File: config.mk
export PLATFORM = sky130hd
export DESIGN_NAME = cppi_ram
export DESIGN_NICKNAME = d
export VERILOG_FILES = /design/src/rtl/cppi_ram.sv
export SDC_FILE = /design/constraint.sdc
export NUM_CORES = 1
export LEC_CHECK = 0
export BUFFER_PORTS_ARGS = -buffer_cell sky130_fd_sc_hd__buf_2
export CORE_MARGIN = 5
export CORE_UTILIZATION = 64
export DETAILED_ROUTE_END_ITERATION = 10
export PLACE_DENSITY = 0.84
export RECOVER_POWER = 50
export SYNTH_ARGS = -nofsm -noshare
export SYNTH_HDL_FRONTEND = slang
export SYNTH_SLANG_ARGS = --single-unit
File: constraint.sdc
create_clock -name i_clk -period 9.2 [get_ports i_clk]
set_input_delay 1.38 -clock i_clk [delete_from_list [all_inputs] [get_ports i_clk]]
set_output_delay 1.38 -clock i_clk [all_outputs]
set_load 0.02 [all_outputs]
File: src/rtl/cppi_ram.sv
// Generic single-write, single-read RAM with registered read data.
// Depends on nothing.
module cppi_ram #(
    parameter int WIDTH = 32,
    parameter int DEPTH = 8
) (
    input  logic                     i_clk,
    input  logic                     i_we,
    input  logic [$clog2(DEPTH)-1:0] i_waddr,
    input  logic [WIDTH-1:0]         i_wdata,
    input  logic [$clog2(DEPTH)-1:0] i_raddr,
    output logic [WIDTH-1:0]         o_rdata
);

    logic [WIDTH-1:0] r_mem [DEPTH];

    always_ff @(posedge i_clk) begin
        if (i_we) begin
            r_mem[i_waddr] <= i_wdata;
        end
        o_rdata <= r_mem[i_raddr];
    end

endmodule

== Yosys cells after proc, flatten, opt, wreduce, memory -nomap -nowiden ==
Memories as Yosys holds them, arrays and structs flattened. A register that Yosys moved wholly into a read port is not among the register bits.
Cells that the tools add are included.

* Multiplexer cells: 2

{| class="wikitable"
|+ Operators by type and width
! cell !! count
|-
| $mux 1 || 2
|}

* Memories: 1
* Bits in writable memories: 256
* Input bits: 40
* Bits in registers: 0
* Output and inout bits: 32
* Logic and storage cells: 3

{| class="wikitable"
|+ Memory list
! name !! words !! bits a word !! rd ports !! clocked after memory_dff !! wr ports !! line !! text
|-
| r_mem || 8 || 32 || 1 || 1 || 1 || 15 || <nowiki>logic [WIDTH-1:0] r_mem [DEPTH];</nowiki>
|}

== Logic depth before layout (Yosys ltp) ==
* Depth after elaboration: 2
* Mapped depth: 4
* Mapped depth without buffers: 2

== Worst setup path before layout ==
Ideal clock, no wire load.

* Path type: input -> register
* Start point: in i_waddr[2]
* End point: mem r_mem[0][0] (enable)
* Slack: 4.973 ns
* Required time: 8.739 ns
* Data arrival time: 3.766 ns
* Stages on the path: 2
* Setup time: 0.461 ns
* Buffers on the path: 0
* Path through: nand2b_1 nor3_1

{| class="wikitable"
|+ RTL lines
! item !! line !! text
|-
| start: declaration || 9 || <nowiki>input logic [$clog2(DEPTH)-1:0] i_waddr,</nowiki>
|-
| end: declaration || 15 ||
|}

No word-level cell before the write port.

== Worst setup path in the final report ==
* Start point: in i_waddr[2]
* End point: mem r_mem[7][18] (enable)

No word-level cell before the write port.

==> out/qor.csv <==
stage,metric,value,unit
outcome,status,"complete, but fails checks",
outcome,failing checks,"max-capacitance violations, max-slew violations",
route,DRC viols,0,
power,P_int,2124,µW
logic_synthesis,Synth Instances,415,
timing,skew final,11.34,ps
route,DR iter-0 viols,274,
clock_network,cts bufs inserted,27,
setup_path,R2R depth,2,
placement,dpl hpwl,9.466,mm
timing,Final Critical Period,3345,ps
floorplan,Die Width,137.9,µm
logic_synthesis,Mapped Area,10470,µm²
clock_network,H-tree depth,1,
setup_path,Worst Setup End Kind,register,
timing,setup TNS,0,ps
timing,Final Slew Violations,18,
cells_and_area,proportion of layout cells with a drive suffix above 1,27.95,%
global_routing,largest net degree at the start of global routing,65,
timing,Slew HR,-18.82,%
route,Routed Antenna Nets,0,
setup_path,nature of the critical path startpoint,input pin,
cells_and_area,"Area growth, synth to finish",13.14,%
floorplan,DIE HEIGHT,137.9,µm
timing,Final Cycle Share,36.36,%
global_routing,total gr overflow,0,
power,Max rail drop VDD,232.5,µV
global_routing,vias in the first global route,4739,
route,First-pass DRT Iterations,5,
setup_path,Setup CP Type,in2reg,
global_routing,first-pass GRT wire length,27.92,mm
setup_path,Crit path largest cell delay,1370,ps
power,NetSw,532.2,µW
logic_synthesis,Netlist cell types,13,
floorplan,Initial Util,65.65,%
logic_synthesis,Synth area leaders,"edfxtp_1 (73%), mux4_1 (10%), dfxtp_1 (6.1%)",
route,Via density,6.063,
setup_path,Worst R2R End,o_rdata[24],
power,Pleak,0.003964,µW
global_routing,all-layer global routing usage,20.19,%
flow_run,MaxCap Viol Count,1,
cells_and_area,Layout Nets,546,
setup_path,Critical R2R Launch,r_mem[3][24],
timing,Hold WS,663.8,ps
floorplan,Total Die Area,19010,µm²
logic_synthesis,top cell type by total area after synthesis,edfxtp_1,
logic_synthesis,syn nets,455,
route,Via Count,4499,
cells_and_area,number of antenna diodes,0,
floorplan,Top-Level Pins,72,
clock_network,Post-CTS Hold Fix Bufs,0,
route,Detailed Route WL,18.22,mm
setup_path,"Req. time, crit path",9400,ps
route,average routed wire per standard cell,24.56,µm
clock_network,"Reg clk slew, reported paths",60,ps
power,power per cell area,224.3,nW/µm²
placement,routability cong.,0.6678,
timing,final hold viol count,0,
setup_path,Worst Path Max Fanout,17,
placement,PortBufs,71,
timing,fmax,0.2989,GHz
setup_path,Crit path arrival time,3540,ps
setup_path,crit-path cells,"clkbuf_1, nand2_1, nor2_1, buf_4",
power,sequential share of power,56.2,%
floorplan,core area,15940,µm²
logic_synthesis,Seq cells post-synth,288,
worst_hold_path,worst hold path depth,2,
floorplan,row count,46,
clock_network,Post-CTS Setup Inserts,0,
timing,Tightest Pin Transition,1776,ps
clock_network,"Clk Latency, worst-skew pair",530,ps
setup_path,Critical-path top delay cell,nor2_1,
power,combinational power share,5.5,%
timing,RSZ-0062 raised after global routing,false,
logic_synthesis,Yosys top cell area share,73.45,%
clock_network,CTS Sinks,288,
cells_and_area,fillcell total,906,
clock_network,cts repair resizes,0,
worst_hold_path,Min-Delay Endpoint,o_rdata[4],
power,power share of the clock group,38.4,%
clock_network,CTS tree,yes,
global_routing,antenna violations before repair,1,
logic_synthesis,Avg Synthesized Cell Area,25.22,µm²
setup_path,flop2flop setup slack,7850,ps
worst_hold_path,Hold Path Class,reg2reg,
timing,Setup Viol. Count Final,0,
logic_synthesis,post-synthesis sequential area ratio,79.57,%
power,switching portion of total power,20.04,%
worst_hold_path,worst hold start,r_mem[5][4],
clock_network,CTS root buf,clkbuf_16,
logic_synthesis,Yosys Warn Count,0,
clock_network,clk buf depth,3,
[cell usage after synthesis]
cell type	count
buf_2	6
buf_6	7
nor2_1	6
nand2_1	2
mux4_1	40
buf_1	4
edfxtp_1	256
mux2_2	32
dfxtp_1	32
clkbuf_1	1
mux4_2	24
nand2b_1	3
nor3_1	2
[critical path, delay by kind of cell]
kind          cells  cell delay, ps
buf+inv           2             610
simple gates      2            1540
[state kept, by name (all words and copies together), names as in the netlist]
name / count
r_mem: 256
o_rdata: 32
[placed cells by master (no fill, tap or decap), drive strengths merged]
cell type	Yosys	final
dfxtp	32	32
clkinv	0	10
edfxtp	256	256
nor3	2	2
buf	17	47
clkbuf	1	69
clkinvlp	0	1
inv	0	1
nand2b	3	3
mux4	64	64
nand2	2	2
mux2	32	32
bufinv	0	1
nor2	6	6
[stage by stage]
stage               instance area, µm²  power [µW]  instances  util [%]  setup slack [ps]
floorplan                        10470        1609        415         -              4973
global placement                 11090        1658        693     69.56              5886
detailed placement               11090        1668        693     69.56              5815
CTS                              11910        2687        742     74.72              6348
global route                     11840        2752        742     74.27              5618
finish                           11840        2656        742     74.27              5855
[worst max path at each step]
stage,depth (start not counted),slack (ps),end,startpoint
after floorplan,2,4970,r_mem[0][0],i_waddr[2]
after global placement,3,5890,o_rdata[18],i_raddr[0]
after detailed placement,3,5810,o_rdata[9],i_raddr[0]
after CTS,3,6350,o_rdata[5],i_raddr[0]
after global routing,4,5620,r_mem[7][14],i_waddr[2]
final,4,5850,r_mem[7][18],i_waddr[2]
[power groups by stage]
stage	logic [µW]	registers, µW	clock network, µW
after floorplan	74.7	1530	0
after global placement	143	1520	0
after CTS	152	1490	1040
after detailed placement	150	1520	0
after global routing	156	1490	1100
final	145	1490	1020
[logic make-up after synthesis]
logic type | count (synthesis) | synth area share [%]
flip-flops | 288 | 79.57
AND/OR/NAND/NOR | 13 | 0.5619
buffers and inverters | 18 | 1.219
multiplexers | 96 | 18.65
[layer usage]
metal	track usage, %	up-vias	share of wire (%)
li1	-	1966	-
met2	34.90	148	52
met1	26.67	2328	39
met3	3.628	55	5.3
met5	0	-	0.071
met4	6.257	2	3.4
[final cells by class]
type | count | area [µm²] | area share (%)
Sequential cell | 288 | 8328 | 70.33
Clock buffer | 36 | 729.5 | 6.160
Timing Repair Buffer | 80 | 384.1 | 3.244
Multi-Input combinational cell | 109 | 2036 | 17.19
Tap cell | 216 | 270.3 | 2.282
Clock inverter | 13 | 93.84 | 0.7925
No activity file was read; power rests on OpenSTA's default activity.
