## config.mk

```make
export PLATFORM = sky130hd
export DESIGN_NAME = cppi_alu
export DESIGN_NICKNAME = d
export VERILOG_FILES = /design/src/rtl/cppi_pkg.sv /design/src/rtl/cppi_alu.sv
export SDC_FILE = /design/constraint.sdc
export NUM_CORES = 2
export LEC_CHECK = 0
export BUFFER_PORTS_ARGS = -buffer_cell sky130_fd_sc_hd__buf_2
export CAP_MARGIN = 15
export CORE_MARGIN = 4
export CORE_UTILIZATION = 50
export DETAILED_ROUTE_END_ITERATION = 8
export PLACE_DENSITY = 0.7
export SYNTH_ARGS = -nofsm -noshare
export SYNTH_HDL_FRONTEND = slang
export SYNTH_SLANG_ARGS = --single-unit
```

## constraint.sdc

```tcl
create_clock -name i_clk -period 19.2 [get_ports i_clk]
set_input_delay 0 -clock i_clk [delete_from_list [all_inputs] [get_ports i_clk]]
set_output_delay 0 -clock i_clk [all_outputs]
set_load 0.03 [all_outputs]
```

## src/rtl/cppi_pkg.sv

```systemverilog
// Package for the closed-path pose interpolator.
// Holds sizes, the shared arithmetic unit's opcodes and its request/response structs.
// Depends on nothing.
package cppi_pkg;

    localparam int MAX_POINTS = 8;
    localparam int IDX_W      = $clog2(MAX_POINTS);
    localparam int CNT_W      = $clog2(MAX_POINTS + 1);

    // segment length: floor(sqrt(3 * 2^64)) < 2^33
    localparam int LEN_W      = 33;
    localparam int TOT_W      = LEN_W + $clog2(MAX_POINTS);
    localparam int PT_W       = 96;

    // shared unit operand and result sizes
    localparam int M_W        = 34;             // multiplier operand
    localparam int A_W        = 2 * LEN_W;      // radicand / dividend bus
    localparam int B_W        = M_W;
    localparam int R_W        = 2 * M_W;
    localparam int DN_W       = LEN_W + 16;     // dividend below den * 2^17
    localparam int RR_W       = LEN_W + 4;      // square root remainder
    localparam int DIV_STEPS  = 17;
    localparam int ROOT_STEPS = A_W / 2;
    localparam int STEP_W     = $clog2(ROOT_STEPS);

    localparam logic [31:0] ONE_Q16 = 32'h0001_0000;

    typedef enum logic [1:0] {
        OP_MUL,
        OP_DIV,
        OP_SQRT
    } t_alu_op;

    typedef struct packed {
        logic           start;
        t_alu_op        op;
        logic [A_W-1:0] a;
        logic [B_W-1:0] b;
    } t_alu_req;

    typedef struct packed {
        logic           done;
        logic [R_W-1:0] res;
    } t_alu_rsp;

endpackage

```

## src/rtl/cppi_alu.sv

```systemverilog
// Shared arithmetic unit: registered 34x34 multiply, bit-serial divide
// (17 quotient bits) and bit-serial integer square root. Uses cppi_pkg.
module cppi_alu (
    input  logic              i_clk,
    input  logic              i_rst_n,
    input  cppi_pkg::t_alu_req i_req,
    output cppi_pkg::t_alu_rsp o_rsp
);
    import cppi_pkg::*;

    logic              r_busy;
    logic              r_done;
    t_alu_op           r_op;
    logic [STEP_W-1:0] r_cnt;
    logic [A_W-1:0]    r_x;
    logic [DN_W-1:0]   r_y;
    logic [RR_W-1:0]   r_r;
    logic [R_W-1:0]    r_q;

    logic [RR_W-1:0]   w_rem2;
    logic [RR_W-1:0]   w_trial;

    assign w_rem2  = {r_r[RR_W-3:0], r_x[A_W-1 -: 2]};
    assign w_trial = RR_W'({r_q[LEN_W-1:0], 2'b01});

    assign o_rsp.done = r_done;
    assign o_rsp.res  = r_q;

    always_ff @(posedge i_clk) begin
        if (!i_rst_n) begin
            r_busy <= 1'b0;
            r_done <= 1'b0;
        end else begin
            r_done <= 1'b0;
            if (i_req.start) begin
                r_op <= i_req.op;
                case (i_req.op)
                    OP_MUL: begin
                        r_q    <= R_W'(i_req.a[B_W-1:0]) * R_W'(i_req.b);
                        r_done <= 1'b1;
                    end
                    OP_DIV: begin
                        r_x    <= i_req.a;
                        r_y    <= DN_W'({i_req.b[LEN_W-1:0], 16'b0});
                        r_q    <= '0;
                        r_cnt  <= STEP_W'(DIV_STEPS - 1);
                        r_busy <= 1'b1;
                    end
                    OP_SQRT: begin
                        r_x    <= i_req.a;
                        r_r    <= '0;
                        r_q    <= '0;
                        r_cnt  <= STEP_W'(ROOT_STEPS - 1);
                        r_busy <= 1'b1;
                    end
                    default: begin
                        r_done <= 1'b1;
                    end
                endcase
            end else if (r_busy) begin
                case (r_op)
                    OP_DIV: begin
                        if (r_x[DN_W-1:0] >= r_y) begin
                            r_x <= A_W'(r_x[DN_W-1:0] - r_y);
                            r_q <= {r_q[R_W-2:0], 1'b1};
                        end else begin
                            r_q <= {r_q[R_W-2:0], 1'b0};
                        end
                        r_y <= r_y >> 1;
                    end
                    default: begin
                        // one root bit per cycle, two radicand bits consumed
                        if (w_rem2 >= w_trial) begin
                            r_r <= w_rem2 - w_trial;
                            r_q <= {r_q[R_W-2:0], 1'b1};
                        end else begin
                            r_r <= w_rem2;
                            r_q <= {r_q[R_W-2:0], 1'b0};
                        end
                        r_x <= r_x << 2;
                    end
                endcase
                if (r_cnt == '0) begin
                    r_busy <= 1'b0;
                    r_done <= 1'b1;
                end else begin
                    r_cnt <= r_cnt - 1'b1;
                end
            end
        end
    end

endmodule
```

* Word level (Yosys, flattened, before mapping)
Cells that the tools add are included.
** Operators by class
- Multipliers :: 1
- Reduce and logical (&&, ||, !) cells :: 11
- Mux-type cells :: 32
- Equal/unequal tests :: 11
- Order comparisons :: 2
- Add/subtract/negate cells :: 3
** Operators with widths (number)
- 66-bit two-way mux :: 5
- 49-bit two-way mux :: 4
- 35-bit two-way mux :: 5
- 68-bit two-way mux :: 2
- 68-bit one-hot mux with 2 select lines :: 1
- 34-bit by 34-bit multiplier with 68-bit output :: 1
- 49-bit by 49-bit subtractor with 50-bit output :: 1
- 49-bit greater-or-equal comparator :: 1
- 37-bit by 35-bit greater-or-equal comparator with 1-bit output :: 1
- 35-bit subtractor :: 1
- 6-bit two-way mux :: 3
- 4-bit AND reduction :: 4
- 6-bit one-hot mux with 2 select lines :: 1
- 1-bit two-way mux :: 11
- 6-bit logical NOT :: 1
- 2-bit != test (second input constant) :: 3
- 6-bit by 1-bit subtractor with 6-bit output (second input constant) :: 1
- 2-bit by 1-bit equality test with 1-bit output (second input constant) :: 2
- 2-bit by 1-bit != test with 1-bit output (second input constant) :: 2
- 2-bit nonzero test :: 2
- 3-bit by 1-bit != test with 1-bit output (second input constant) :: 1
- 3-bit by 2-bit != test with 1-bit output (second input constant) :: 1
- 3-bit != test (second input constant) :: 1
- 3-bit AND reduction :: 1
- 4 further kinds :: 4
** Word-level totals
- Word-level logic and storage cells :: 68
- Bits of input ports :: 105
- Register bits :: 228
- Output and inout bits :: 69

* Logic depth before layout (Yosys ltp)
- Depth after elaboration :: 5
- Mapped depth :: 31
- Gate-level depth less buffers :: 28

* Worst setup path before layout
No wires, ideal clock.
- Path type :: register to register
- Start point :: register r_x[31]
- End point :: register r_x[0], enable pin
- Data required time :: 18.629 ns
- Clock period less this slack :: 7.513 ns
- Setup slack :: 11.687 ns
- Path buffers :: 1
- Setup time :: 0.571 ns
- Data arrival time :: 6.942 ns
- Stages on the path, launching flop included :: 11
- Cells stage by stage :: edfxtp_1 > ha_1 > clkbuf_1 > nand4_1 > or3_1 > or2_2 > o21ai_1 > a21boi_1 > o21ai_0 > a21oi_1 > nor3_1
** Between the ends
- Longest elaborated chain between the ends :: 3
** Ends and longest elaborated chain
- start: declaration :: RTL line cppi_alu.sv:15 : logic [A_W-1:0] r_x;
- start signal: assignment :: RTL line cppi_alu.sv:43 : r_x <= i_req.a;
- start signal: assignment :: RTL line cppi_alu.sv:50 : r_x <= i_req.a;
- start signal: assignment :: RTL line cppi_alu.sv:64 : r_x <= A_W'(r_x[DN_W-1:0] - r_y);
- 49-bit greater-or-equal comparator :: RTL line cppi_alu.sv:63 : if (r_x[DN_W-1:0] >= r_y) begin
- 3-bit != test (no line)
- 4-bit AND reduction (no line)
Every way passes these cells.
A chain may end at the register's enable or synchronous reset.

* Worst setup path after layout
- Start point :: input i_req[10] (netlist bit)
- End point :: register r_q[58] (data pin)
** Between the ends
- Longest elaborated chain between the ends :: 3
** Ends and longest elaborated chain
- start: declaration :: RTL line cppi_alu.sv:6 : input cppi_pkg::t_alu_req i_req,
- 34-bit by 34-bit multiplier with 68-bit output :: RTL line cppi_alu.sv:39 : r_q <= R_W'(i_req.a[B_W-1:0]) * R_W'(i_req.b);
- 68-bit one-hot mux with 2 select lines :: RTL line cppi_alu.sv:37 : case (i_req.op)
- 68-bit two-way mux :: RTL line cppi_alu.sv:35 : if (i_req.start) begin
- end signal: assignment :: RTL line cppi_alu.sv:39
- end signal: assignment :: RTL line cppi_alu.sv:65 : r_q <= {r_q[R_W-2:0], 1'b1};
- end signal: assignment :: RTL line cppi_alu.sv:67 : r_q <= {r_q[R_W-2:0], 1'b0};
- end: declaration :: RTL line cppi_alu.sv:18 : logic [R_W-1:0] r_q;
Every way passes these cells.

==> key figures <==
Outcome
  – Status: completed

Floorplan
  – I/O Pins: 174
  – Die W: 330 µm
  – Initial core utilization: 50.6%
  – Die Y: 330 µm
  – Die area: 109000 µm²
  – Total core area: 102000 µm²
  – Num rows: 117

CTS
  – Clk buf depth: 3
  – CTS HTree Levels: 1
  – Clock transition at path regs: 60 ps
  – Hold-fix buffers, CTS: 35
  – Post-CTS setup buffer count: 0
  – CTS Buf Count: 26
  – Clock root buffer: clkbuf_16
  – Latest clock arrival within the worst-skew pair: 570 ps
  – CTS tree: done
  – CTS Sinks: 228
  – CTS resizes: 0

GRT
  – Global-route wire length before repair: 246 mm
  – Number of global-route vias before repair: 43801
  – Grt ovf: 0
  – GR Util All Layers: 29.2%
  – Initial antenna violation count: 9
  – Largest net degree at the start of global routing: 104

Synthesis
  – FFs w/ async S/R, synth: 0%
  – Yosys reg bits: 228
  – Cell taking the most area after synthesis: fa_1
  – Unique masters post-synth: 77
  – Syn Area/Cell: 9.03 µm²
  – Yosys warns: 0
  – Synth Instances: 5725
  – Synth area leaders: fa_1 (40%), edfxtp_1 (13%), ha_1 (9.0%), inv_1 (8.6%), nand2_1 (6.6%)
  – Mapped Nets: 7223
  – Register area share after synthesis: 13.2%
  – Post-synth top area share: 39.5%
  – Post-Syn Area: 51700 µm²
  – Post-synth EDFFs: 226
  – Top_reg_cell synth: edfxtp_1

Cells and area
  – Share of cells above drive strength 1: 4.92%
  – Most common cell after layout, fill and taps aside: inv_1
  – Layout Nets: 7167
  – Area growth, synth to finish: 5.67%
  – Commonest cells after routing, fill and taps aside: inv_1 (1178), fa_1 (1021), nand2_1 (910)

Critical path
  – Worst Path Max Fanout: 35
  – Crit path arrival time: 8370 ps
  – Startpoint types: input port
  – Worst Path Buf+Inv: 6
  – CP most frequent cell: fa_1
  – Crit path max-delay family: adder cells
  – CP Class: in2reg
  – CP required: 19520 ps
  – Critical-path top delay cell: buf_2
  – CP peak stage delay: 870 ps
  – CP Capture Type: flop

STA
  – Min Clock Period, post-route: 8050 ps
  – Pins Over Slew Limit: 0
  – Normalized max-slew margin: 20.4%
  – Worst hold margin: 33.3 ps
  – Peak Freq: 124 MHz
  – Final setup viols: 0
  – Skew final: 15.0 ps
  – Worst-Margin Slew: 1190 ps
  – Setup_tns: 0 ps
  – Fin. Hold Viols: 0
  – RSZ-0062 raised after global routing: no
  – Fin crit share: 41.9%

Detailed routing
  – DRT Wirelength: 154 mm
  – TritonRoute pass-1 iters: 6
  – Via count: 40025
  – Routed wire per std cell: 21.8 µm
  – Drt initial violations: 3219
  – Remaining DRCs: 0
  – Routed vias/inst: 5.67
  – Number of nets with antenna violations after routing: 0

Place
  – Post-DP HPWL: 110 mm
  – Routability congestion estimate: 0.930
  – Port Buf Inserts: 173

Hold path
  – Worst Hold Class: in2reg

Job
  – Max_cap viols: 0
==> flip-flops by register name, indices dropped and copies added, names as in the netlist <==
register	count
r_busy	1
r_y	49
r_q	68
r_cnt	6
r_r	35
r_x	66
r_op	2
r_done	1
==> path summary, 6_finish.rpt <==
check	endpoint	slack, ps	start	depth (start not counted)
worst min register to register	r_y[4]	550	r_y[5]	2
worst max-delay path	r_q[58]	11150	i_req[10]	26
worst max register to register	r_x[1]	14450	r_x[0]	15
worst min-delay path	r_cnt[2]	30	i_req[102]	2
==> cell usage after synthesis (all sizes together) (7+ instances only) <==
cell type	n
nand2	910
a31oi	25
xnor2	82
buf	11
and3	22
nor3	20
xor2	59
a21oi	203
a22o	24
nor2b	10
a21o	76
nand4	37
fa	1021
and2	527
nor2	133
o21a	26
ha	372
o31ai	12
o41ai	7
nand2b	17
o22ai	28
o21ai	163
o21bai	25
o211ai	31
inv	1181
a211oi	29
clkbuf	315
nor4	9
nand3	32
edfxtp	226
==> layout make-up <==
class                      instances  area, µm²
multi-input combinational       3990      39200
antenna                            3       7.51
timing repair buffer             242       1480
clock buffer                      31        691
tap                             1368       1710
clock inverter                    16        233
sequential                       228       6830
fill                            9423      47600
inverter                        1181       4430
==> per-layer routing <==
| layer | vias to the layer above | global-route usage [%] | part of all wire [%] |
|---|---|---|---|
| li1 | 17423 | - | - |
| met2 | 1852 | 49.3 | 48 |
| met3 | 546 | 3.88 | 8.0 |
| met1 | 20204 | 36.7 | 37 |
| met4 | 0 | 15.8 | 6.7 |
| met5 | - | 0 | 0 |
==> metrics by stage <==
stage	worst slack, ps	area (µm²)	util [%]	cells
floorplan	11690	51700	-	5725
global placement	10820	53300	52.2	6974
detailed placement	10680	53300	52.2	6974
CTS	11260	54600	53.4	7056
global route	10740	54600	53.5	7058
finish	11150	54600	53.5	7059
==> cells by family (layout without fill, tap and decap cells) <==
family / Yosys count / count (layout) / synth area share, %
simple gates: 1742 / 1742 / 16.0
buf+inv: 1507 / 1470 / 11.0
fa+ha+maj: 1393 / 1393 / 48.5
compound gates: 710 / 710 / 8.81
flops: 228 / 228 / 13.2
xor+xnor: 141 / 141 / 2.39
mux: 4 / 4 / 0.0799
other cells: 0 / 3 / 0
Power is not shown: default switching activity piles up to over one toggle a cycle in this logic, so the estimate is an artifact.
